[src/hw/rtl/bmprs_pkg.sv]
package bmprs_pkg;

    // Largest accepted image width and height.
    localparam int MAX_DIM = 100000;

    // Header layout, as byte offsets into the file.
    localparam logic [5:0] HDR_LAST   = 6'd53;
    localparam logic [5:0] OFF_WIDTH  = 6'd18;
    localparam logic [5:0] OFF_HEIGHT = 6'd22;
    localparam logic [5:0] OFF_DEPTH  = 6'd28;

    // File mark and the only accepted pixel depth.
    localparam logic [7:0]  MARK_B      = 8'h42;
    localparam logic [7:0]  MARK_M      = 8'h4D;
    localparam logic [15:0] DEPTH_RGB24 = 16'd24;

    // Result kinds.
    typedef enum logic [2:0] {
        KIND_PIXEL     = 3'd0,
        KIND_HEADER    = 3'd1,
        KIND_FORMAT    = 3'd2,
        KIND_PREMATURE = 3'd3,
        KIND_COMPLETE  = 3'd4
    } kind_t;

    // One result item.
    typedef struct packed {
        kind_t       kind;
        logic [7:0]  red;
        logic [7:0]  green;
        logic [7:0]  blue;
        logic [16:0] column;
        logic [16:0] row;
        logic [16:0] width;
        logic [16:0] height;
        logic        last;
    } res_t;

    // Results of one processed byte, handed from the parser to the output queue.
    typedef struct packed {
        logic       en;
        logic [1:0] cnt;
        res_t       res0;
        res_t       res1;
    } push_t;

endpackage

[src/hw/rtl/bmp_rgb24_stream_parser.sv]
// Streaming reader for uncompressed 24-bit BMP files.
// The slave channel takes the file one byte per item, with tlast on the
// file's last byte. The master channel gives result items: the kind in
// tuser, pixel colour, position and image size in tdata, and tlast on the
// final result caused by one input byte.
// A byte is held in an input register and decoded once the queue has room,
// and its results (none, one or two) are written into a two-slot output
// queue. The first result reaches the master channel through the input
// register and then the queue's head slot, where it waits for tready.
// Throughput is one byte per cycle while the receiver keeps tready high;
// a byte that yields two results holds the decoder back, as the single
// output port drains the queue one result per cycle.
// Reset returns the parser to expecting a file header and empties the
// input register and the queue. When the receiver stalls, results wait in
// the queue, the decoder stops once the queue cannot take two more, and
// s_tready drops as soon as the input register is also full.
module bmp_rgb24_stream_parser
    import bmprs_pkg::*;
(
    input  logic        clk,
    input  logic        rst_n,
    input  logic        s_tvalid,
    output logic        s_tready,
    input  logic [7:0]  s_tdata,   // data_byte [7:0]
    input  logic        s_tlast,   // end_of_file
    output logic        m_tvalid,
    input  logic        m_tready,
    output logic [95:0] m_tdata,   // red, green, blue, column, row, width, height, zero fill
    output logic [2:0]  m_tuser,   // kind
    output logic        m_tlast    // last
);

    logic       in_vld_reg, in_vld_next;
    logic [7:0] in_byte_reg;
    logic       in_eof_reg;
    logic       s_fire;
    logic       fire;
    logic       room;
    push_t      push;
    res_t       head;

    // Input register, refilled in the cycle its byte is decoded.
    assign fire     = in_vld_reg && room;
    assign s_tready = !in_vld_reg || fire;
    assign s_fire   = s_tvalid && s_tready;

    always_comb
    begin
        in_vld_next = in_vld_reg;
        if (s_fire)
        begin
            in_vld_next = 1'b1;
        end
        else if (fire)
        begin
            in_vld_next = 1'b0;
        end
    end

    always_ff @(posedge clk or negedge rst_n)
    begin
        if (!rst_n)
        begin
            in_vld_reg <= 1'b0;
        end
        else
        begin
            in_vld_reg <= in_vld_next;
        end
    end

    always_ff @(posedge clk)
    begin
        if (s_fire)
        begin
            in_byte_reg <= s_tdata;
            in_eof_reg  <= s_tlast;
        end
    end

    // Header and pixel decoder.
    bmprs_parser u_parser (
        .clk     (clk),
        .rst_n   (rst_n),
        .fire    (fire),
        .in_byte (in_byte_reg),
        .in_eof  (in_eof_reg),
        .push    (push)
    );

    // Result queue in front of the master channel.
    bmprs_out_queue u_queue (
        .clk        (clk),
        .rst_n      (rst_n),
        .push       (push),
        .head_ready (m_tready),
        .room       (room),
        .head_valid (m_tvalid),
        .head       (head)
    );

    // Pack the head result onto the master channel.
    assign m_tdata = {4'd0, head.height, head.width, head.row, head.column,
                      head.blue, head.green, head.red};
    assign m_tuser = head.kind;
    assign m_tlast = head.last;

endmodule

[src/hw/rtl/bmprs_parser.sv]
module bmprs_parser
    import bmprs_pkg::*;
(
    input  logic       clk,
    input  logic       rst_n,
    input  logic       fire,
    input  logic [7:0] in_byte,
    input  logic       in_eof,
    output push_t      push
);

    typedef enum logic [2:0] {
        PH_HEADER = 3'b001,
        PH_PIXELS = 3'b010,
        PH_DRAIN  = 3'b100
    } phase_t;

    phase_t      phase_reg,  phase_next;
    logic [5:0]  off_reg,    off_next;
    logic [31:0] width_reg,  width_next;
    logic [31:0] height_reg, height_next;
    logic [15:0] depth_reg,  depth_next;
    logic [7:0]  blue_reg,   blue_next;
    logic [7:0]  green_reg,  green_next;
    logic [1:0]  bip_reg,    bip_next;
    logic [16:0] col_reg,    col_next;
    logic [16:0] row_reg,    row_next;
    logic [1:0]  pad_reg,    pad_next;

    res_t        res [2];
    logic [1:0]  cnt;
    logic        end_row;
    logic [16:0] col_inc;
    logic [16:0] row_inc;
    logic [1:0]  pad_dec;
    logic [1:0]  lane;
    logic        hdr_ok;

    // Byte decode: next state and up to two results for the current byte.
    always_comb
    begin
        phase_next  = phase_reg;
        off_next    = off_reg;
        width_next  = width_reg;
        height_next = height_reg;
        depth_next  = depth_reg;
        blue_next   = blue_reg;
        green_next  = green_reg;
        bip_next    = bip_reg;
        col_next    = col_reg;
        row_next    = row_reg;
        pad_next    = pad_reg;
        res[0]      = '0;
        res[1]      = '0;
        cnt         = 2'd0;
        end_row     = 1'b0;
        col_inc     = col_reg + 17'd1;
        row_inc     = row_reg + 17'd1;
        pad_dec     = pad_reg - 2'd1;
        lane        = 2'd0;
        hdr_ok      = (width_reg >= 32'd1) && (width_reg <= 32'(MAX_DIM)) &&
                      (height_reg >= 32'd1) && (height_reg <= 32'(MAX_DIM)) &&
                      (depth_reg == DEPTH_RGB24);

        unique case (phase_reg)
            PH_HEADER:
            begin
                if (((off_reg == 6'd0) && (in_byte != MARK_B)) ||
                    ((off_reg == 6'd1) && (in_byte != MARK_M)))
                begin
                    res[0].kind = KIND_FORMAT;
                    cnt         = 2'd1;
                    phase_next  = PH_DRAIN;
                end
                else
                begin
                    // Little-endian size and depth fields, one byte lane at a time.
                    if ((off_reg >= OFF_WIDTH) && (off_reg < OFF_WIDTH + 6'd4))
                    begin
                        lane       = 2'(off_reg - OFF_WIDTH);
                        width_next = width_reg | (32'(in_byte) << {lane, 3'b000});
                    end
                    else if ((off_reg >= OFF_HEIGHT) && (off_reg < OFF_HEIGHT + 6'd4))
                    begin
                        lane        = 2'(off_reg - OFF_HEIGHT);
                        height_next = height_reg | (32'(in_byte) << {lane, 3'b000});
                    end
                    else if ((off_reg >= OFF_DEPTH) && (off_reg < OFF_DEPTH + 6'd2))
                    begin
                        lane       = 2'(off_reg - OFF_DEPTH);
                        depth_next = depth_reg | (16'(in_byte) << {lane[0], 3'b000});
                    end

                    if (off_reg != HDR_LAST)
                    begin
                        if (in_eof)
                        begin
                            res[0].kind = KIND_FORMAT;
                            cnt         = 2'd1;
                            phase_next  = PH_DRAIN;
                        end
                        else
                        begin
                            off_next = off_reg + 6'd1;
                        end
                    end
                    else if (hdr_ok)
                    begin
                        res[0].kind   = KIND_HEADER;
                        res[0].width  = width_reg[16:0];
                        res[0].height = height_reg[16:0];
                        cnt           = 2'd1;
                        phase_next    = PH_PIXELS;
                        bip_next      = 2'd0;
                        col_next      = '0;
                        row_next      = '0;
                        pad_next      = 2'd0;
                    end
                    else
                    begin
                        res[0].kind = KIND_FORMAT;
                        cnt         = 2'd1;
                        phase_next  = PH_DRAIN;
                    end
                end
            end
            PH_PIXELS:
            begin
                if (pad_reg != 2'd0)
                begin
                    // Row padding is consumed without a pixel result.
                    pad_next = pad_dec;
                    end_row  = (pad_dec == 2'd0);
                end
                else
                begin
                    unique case (bip_reg)
                        2'd0:
                        begin
                            blue_next = in_byte;
                            bip_next  = 2'd1;
                        end
                        2'd1:
                        begin
                            green_next = in_byte;
                            bip_next   = 2'd2;
                        end
                        default:
                        begin
                            bip_next      = 2'd0;
                            res[0].kind   = KIND_PIXEL;
                            res[0].red    = in_byte;
                            res[0].green  = green_reg;
                            res[0].blue   = blue_reg;
                            res[0].column = col_reg;
                            res[0].row    = row_reg;
                            cnt           = 2'd1;
                            if ({15'd0, col_inc} == width_reg)
                            begin
                                col_next = '0;
                                pad_next = width_reg[1:0];
                                end_row  = (width_reg[1:0] == 2'd0);
                            end
                            else
                            begin
                                col_next = col_inc;
                            end
                        end
                    endcase
                end

                // End of a row; the last row completes the image.
                if (end_row)
                begin
                    row_next = row_inc;
                    if ({15'd0, row_inc} == height_reg)
                    begin
                        res[cnt[0]]      = '0;
                        res[cnt[0]].kind = KIND_COMPLETE;
                        cnt              = cnt + 2'd1;
                        phase_next       = PH_DRAIN;
                    end
                end
            end
            default:
            begin
            end
        endcase

        // A file that ends while pixels are still expected ends prematurely.
        if (in_eof && (phase_next == PH_PIXELS))
        begin
            res[cnt[0]]      = '0;
            res[cnt[0]].kind = KIND_PREMATURE;
            cnt              = cnt + 2'd1;
        end

        // The last byte of a file returns the parser to the header.
        if (in_eof)
        begin
            phase_next  = PH_HEADER;
            off_next    = '0;
            width_next  = '0;
            height_next = '0;
            depth_next  = '0;
            blue_next   = '0;
            green_next  = '0;
            bip_next    = '0;
            col_next    = '0;
            row_next    = '0;
            pad_next    = '0;
        end

        // Mark the final result of this byte.
        if (cnt == 2'd1)
        begin
            res[0].last = 1'b1;
        end
        else if (cnt == 2'd2)
        begin
            res[1].last = 1'b1;
        end
    end

    assign push.en   = fire;
    assign push.cnt  = cnt;
    assign push.res0 = res[0];
    assign push.res1 = res[1];

    // Parser state, updated once for each processed byte.
    always_ff @(posedge clk or negedge rst_n)
    begin
        if (!rst_n)
        begin
            phase_reg  <= PH_HEADER;
            off_reg    <= '0;
            width_reg  <= '0;
            height_reg <= '0;
            depth_reg  <= '0;
            blue_reg   <= '0;
            green_reg  <= '0;
            bip_reg    <= '0;
            col_reg    <= '0;
            row_reg    <= '0;
            pad_reg    <= '0;
        end
        else if (fire)
        begin
            phase_reg  <= phase_next;
            off_reg    <= off_next;
            width_reg  <= width_next;
            height_reg <= height_next;
            depth_reg  <= depth_next;
            blue_reg   <= blue_next;
            green_reg  <= green_next;
            bip_reg    <= bip_next;
            col_reg    <= col_next;
            row_reg    <= row_next;
            pad_reg    <= pad_next;
        end
    end

endmodule

[src/hw/rtl/bmprs_out_queue.sv]
module bmprs_out_queue
    import bmprs_pkg::*;
(
    input  logic  clk,
    input  logic  rst_n,
    input  push_t push,
    input  logic  head_ready,
    output logic  room,
    output logic  head_valid,
    output res_t  head
);

    logic [1:0] cnt_reg,   cnt_next;
    res_t       slot0_reg, slot0_next;
    res_t       slot1_reg, slot1_next;
    logic       pop;

    // A byte may be processed only when both slots are free after this cycle.
    assign pop        = (cnt_reg != 2'd0) && head_ready;
    assign room       = (cnt_reg == 2'd0) || ((cnt_reg == 2'd1) && pop);
    assign head_valid = (cnt_reg != 2'd0);
    assign head       = slot0_reg;

    // Load both slots on a push, otherwise shift up after a pop.
    always_comb
    begin
        cnt_next   = cnt_reg;
        slot0_next = slot0_reg;
        slot1_next = slot1_reg;
        if (push.en)
        begin
            slot0_next = push.res0;
            slot1_next = push.res1;
            cnt_next   = push.cnt;
        end
        else if (pop)
        begin
            slot0_next = slot1_reg;
            cnt_next   = cnt_reg - 2'd1;
        end
    end

    always_ff @(posedge clk or negedge rst_n)
    begin
        if (!rst_n)
        begin
            cnt_reg <= '0;
        end
        else
        begin
            cnt_reg <= cnt_next;
        end
    end

    // Result slots carry payload only.
    always_ff @(posedge clk)
    begin
        slot0_reg <= slot0_next;
        slot1_reg <= slot1_next;
    end

endmodule

[config.mk]
export PLATFORM = sky130hd
export DESIGN_NAME = bmp_rgb24_stream_parser
export DESIGN_NICKNAME = d
export VERILOG_FILES = /design/src/hw/rtl/bmprs_pkg.sv /design/src/hw/rtl/bmp_rgb24_stream_parser.sv /design/src/hw/rtl/bmprs_parser.sv /design/src/hw/rtl/bmprs_out_queue.sv
export SDC_FILE = /design/constraint.sdc
export NUM_CORES = 1
export LEC_CHECK = 0
export BUFFER_PORTS_ARGS = -buffer_cell sky130_fd_sc_hd__buf_2
export CAP_MARGIN = 25
export CORE_MARGIN = 2
export CORE_UTILIZATION = 30
export CTS_BUF_LIST = sky130_fd_sc_hd__clkbuf_2 sky130_fd_sc_hd__clkbuf_4 sky130_fd_sc_hd__clkbuf_8
export DETAILED_ROUTE_END_ITERATION = 16
export HOLD_SLACK_MARGIN = 0.05
export SETUP_SLACK_MARGIN = 0.5
export SYNTH_ARGS = -nofsm -noshare
export SYNTH_HDL_FRONTEND = slang
export SYNTH_HIERARCHICAL = 1
export SYNTH_SLANG_ARGS = --single-unit
[constraint.sdc]
create_clock -name clk -period 9.5 [get_ports clk]
set_input_delay 1.425 -clock clk [delete_from_list [all_inputs] [get_ports clk]]
set_output_delay 1.425 -clock clk [all_outputs]
set_load 0.005 [all_outputs]
==> reports/metrics.yaml <==
gp_congestion: 0.890
type_of_the_worst_setup_path: "flip-flop to flip-flop"
synth_area_um2: 16900
gr-usage-all-layers_pct: 14.4
top_cells_by_area_in_the_synthesized_netlist: "edfxtp_1 36%, dfrtp_1 21%, mux2_2 7.4%"
finalSetupTns_ns: 0
flow.area_growth_from_synthesis_pct: 11.8
vias_per_cell: 4.76
drcViolationCount: 0
ys_warn_count: 6
startpoint_type: "flip-flop"
nFillCells: 5584
nets: 1550
cap_violations: 0
min_path_type: "flip-flop to flip-flop"
dieWidth_um: 242
placementRows: 87
signal_arrival_time_at_the_worst_endpoint_ns: 5.14
insertion_delay_ns: 0.65
synth_flop_cell: "edfxtp_1"
cell_at_the_root_of_the_clock_tree: "clkbuf_8"
ys_async_sr_fraction_pct: 42.1
grt_max_degree: 91
synth_top_area_share_pct: 35.6
crit_chain: "nand4_1 -> or4_1 -> nor2_1 -> xnor2_1 -> o221ai_2 -> nor4_4 -> ha_1 -> o211ai_1 -> and3_1 -> a31oi_4 -> buf_4 -> and2_1 -> mux2_2"
hold_depth: 1
timing.critical_path.slowest_cell_delay_ns: 0.64
route.final.wire_length_um: 42100
postCtsResizedCells: 0
finalWorstPathRequiredPeriod_ns: 4.76
core-area_um2: 56100
hpwlAfterDp_um: 27800
synth_top_area_cell: "edfxtp_1"
regToRegStartpoint: "u_parser/row_reg[7]"
synth_enable_flop_cells: 201
critical-path-top-delay-family: "simple AND/OR/NAND/NOR gates"
antenna_found_initial: 2
library_cells_used_by_synthesis: 78
finalHoldViolCount: 0
detail-route-antenna-nets: 0
critPathRequiredTime_ns: 9.88
final_max_slew_viol_count: 0
grt_first_pass_wirelength_um: 65700
first_pass_iters: 5
die-height_um: 242
drive_above_1_share_pct: 23.7
multiInputGateArea_um2: 6300
detailroute.via_count: 11100
drt-initial-drc-count: 961
ir_worst_vdd_mv: 0.209
path_max_fanout: 32
top_level_ports: 115
worst_slew_pin_slew_ns: 1.02
grt-ovfl-total: 0
hold_end: "u_parser/green_reg[2]"
fin_worst_skew_ns: 0.0264
tritoncts.num_buffers: 60
start_util_pct: 30.2
synth_area_per_cell_um2: 11.8
slew_headroom_pct: 31.6
setup_viol_count_final: 0
max_freq_mhz: 210
unrepaired_setup_endpoints_after_global_routing: "false"
end_kind: "flip-flop"
synthCells: 1432
static_power_due_to_leakage_nw: 7.68
critical_path.n_buffers_inverters: 1
rrSetupSlack_ns: 4.74
number_of_global_route_vias_before_repair: 11000
maximum_count_of_clock_buffers_along_a_single_path: 3
status: "completed"
routed_wire_length_per_instance_um: 18.0
die-area_um2: 58400
seq_area_frac_synth_pct: 57.2
io_buffer_count: 110
cts_hold_repair.buffers: 0
seqCellArea_um2: 9690
cts.clk_slew.worst_paths_ns: 0.06
cts_htree_levels: 2
critical_path.slowest_cell: "nor4_4"
clock_sinks: 347
worstRegToRegCells: 13
layout.core_utilization_pct: 33.8
holdCritStartpoint: "u_parser/green_reg[2]"
clock_tree_from_tritoncts: "done"
yosys_reg_bits: 347
power.density_cell_area_nw_per_um2: 291
period_share_pct: 50.1
worst_r2r_endpoint: "u_queue/head[48]"
post_cts.repair.setup_buffers: 0
## final cells by class
cell class	count	area share, %
diodes	1	0.0132
clock inverters	26	0.780
flip-flops and latches	347	51.2
repair buffers	125	3.66
well taps	756	5.00
inverters	19	0.377
clock buffers	87	5.73
multi-input cells	973	33.3
## worst reg2reg max path, cell delays in order, from the launching register on
cell      delay, ns
dfrtp_1        0.56
nand4_1        0.34
or4_1          0.61
nor2_1         0.23
xnor2_1        0.17
o221ai_2       0.14
nor4_4         0.64
ha_1           0.35
o211ai_1       0.08
and3_1         0.29
a31oi_4        0.27
buf_4          0.33
and2_1         0.20
mux2_2         0.28
## kinds of logic after synthesis
group / share of synthesized area (%)
AND/OR/NAND/NOR: 15.4
flip-flops: 57.2
AO/OA/AOI/OAI: 8.72
buffers and inverters: 7.70
multiplexers: 7.63
XOR/XNOR: 2.43
adder cells (fa/ha/maj): 0.813
other: 0.0444
## metal layers
layer | wire [um] | vias up | GRT usage (%)
met5 | 11 | - | 0
met4 | 1100 | 2 | 5.17
met3 | 2760 | 77 | 2.96
met2 | 19400 | 387 | 22.4
met1 | 18800 | 5476 | 19.8
li1 | - | 5167 | -
## through the flow
step	power [W]	setup WS (ns)	hold WS, ns	instances	cell area [um^2]
after floorplan	0.00358	5.04	0.455	1526	17300
after global placement	0.00413	4.61	0.473	2217	17700
after detailed placement	0.00416	4.50	0.484	2217	17700
after CTS	0.00560	4.68	0.499	2330	18900
after global routing	0.00586	4.30	0.515	2334	18900
final	0.00551	4.74	0.498	2334	18900
## power breakdown
| part | switching [W] | internal, W | total, W | leakage, nW |
|---|---|---|---|---|
| clock network | 0.000618 | 0.000760 | 0.00138 | 0.657 |
| registers | 0.000296 | 0.00227 | 0.00256 | 3.97 |
| logic | 0.000927 | 0.000642 | 0.00157 | 3.05 |
| total | 0.00184 | 0.00367 | 0.00551 | 7.68 |
## synthesized netlist by cell type (23+ instances only)
cell type    n
nor2_1     135
o21ai_0     46
a21oi_1     64
clkbuf_1    47
buf_4      106
mux2_2     112
nor2b_1     26
a31oi_1     47
xnor2_1     27
and2_1      96
nand4_1     23
edfxtp_1   201
nand2_1     53
dfrtp_1    145
## worst max-delay path by stage
stage	cells past startpoint	end	from
floorplan	7	u_queue/head[0]	m_tready
global placement	10	u_parser/width_reg[15]	m_tready
detailed placement	10	u_parser/width_reg[7]	m_tready
CTS	12	u_queue/head[48]	u_parser/col_reg[0]
global route	12	u_queue/head[44]	u_parser/col_reg[0]
finish	13	u_queue/head[48]	u_parser/row_reg[7]
## cell usage in the layout (no fill, tap or decap), types with 6 or more instances in the layout
cell type,netlist,final
nor3_2,6,6
nor2b_1,26,26
dfrtp_1,145,144
nor3_1,17,17
nand2b_1,13,13
xnor2_1,27,27
edfxtp_1,201,201
ha_1,11,11
nor4_1,19,19
a21oi_1,64,64
conb_1,2,96
o211ai_1,6,6
and3_1,10,10
o21ai_1,9,9
o31ai_1,16,16
clkinv_2,0,7
nand2_1,53,53
buf_4,106,12
nand3_1,21,21
and2_1,96,94
a31oi_1,47,47
buf_2,16,110
o21ai_0,46,46
clkbuf_8,0,70
nor2_1,135,135
o41ai_1,6,6
clkbuf_4,0,18
inv_1,18,18
nand4_1,23,23
clkinv_1,0,15
or3_1,6,6
mux2_2,112,112
xor2_1,20,20
Note: power is estimated with default switching activity, not from simulation.
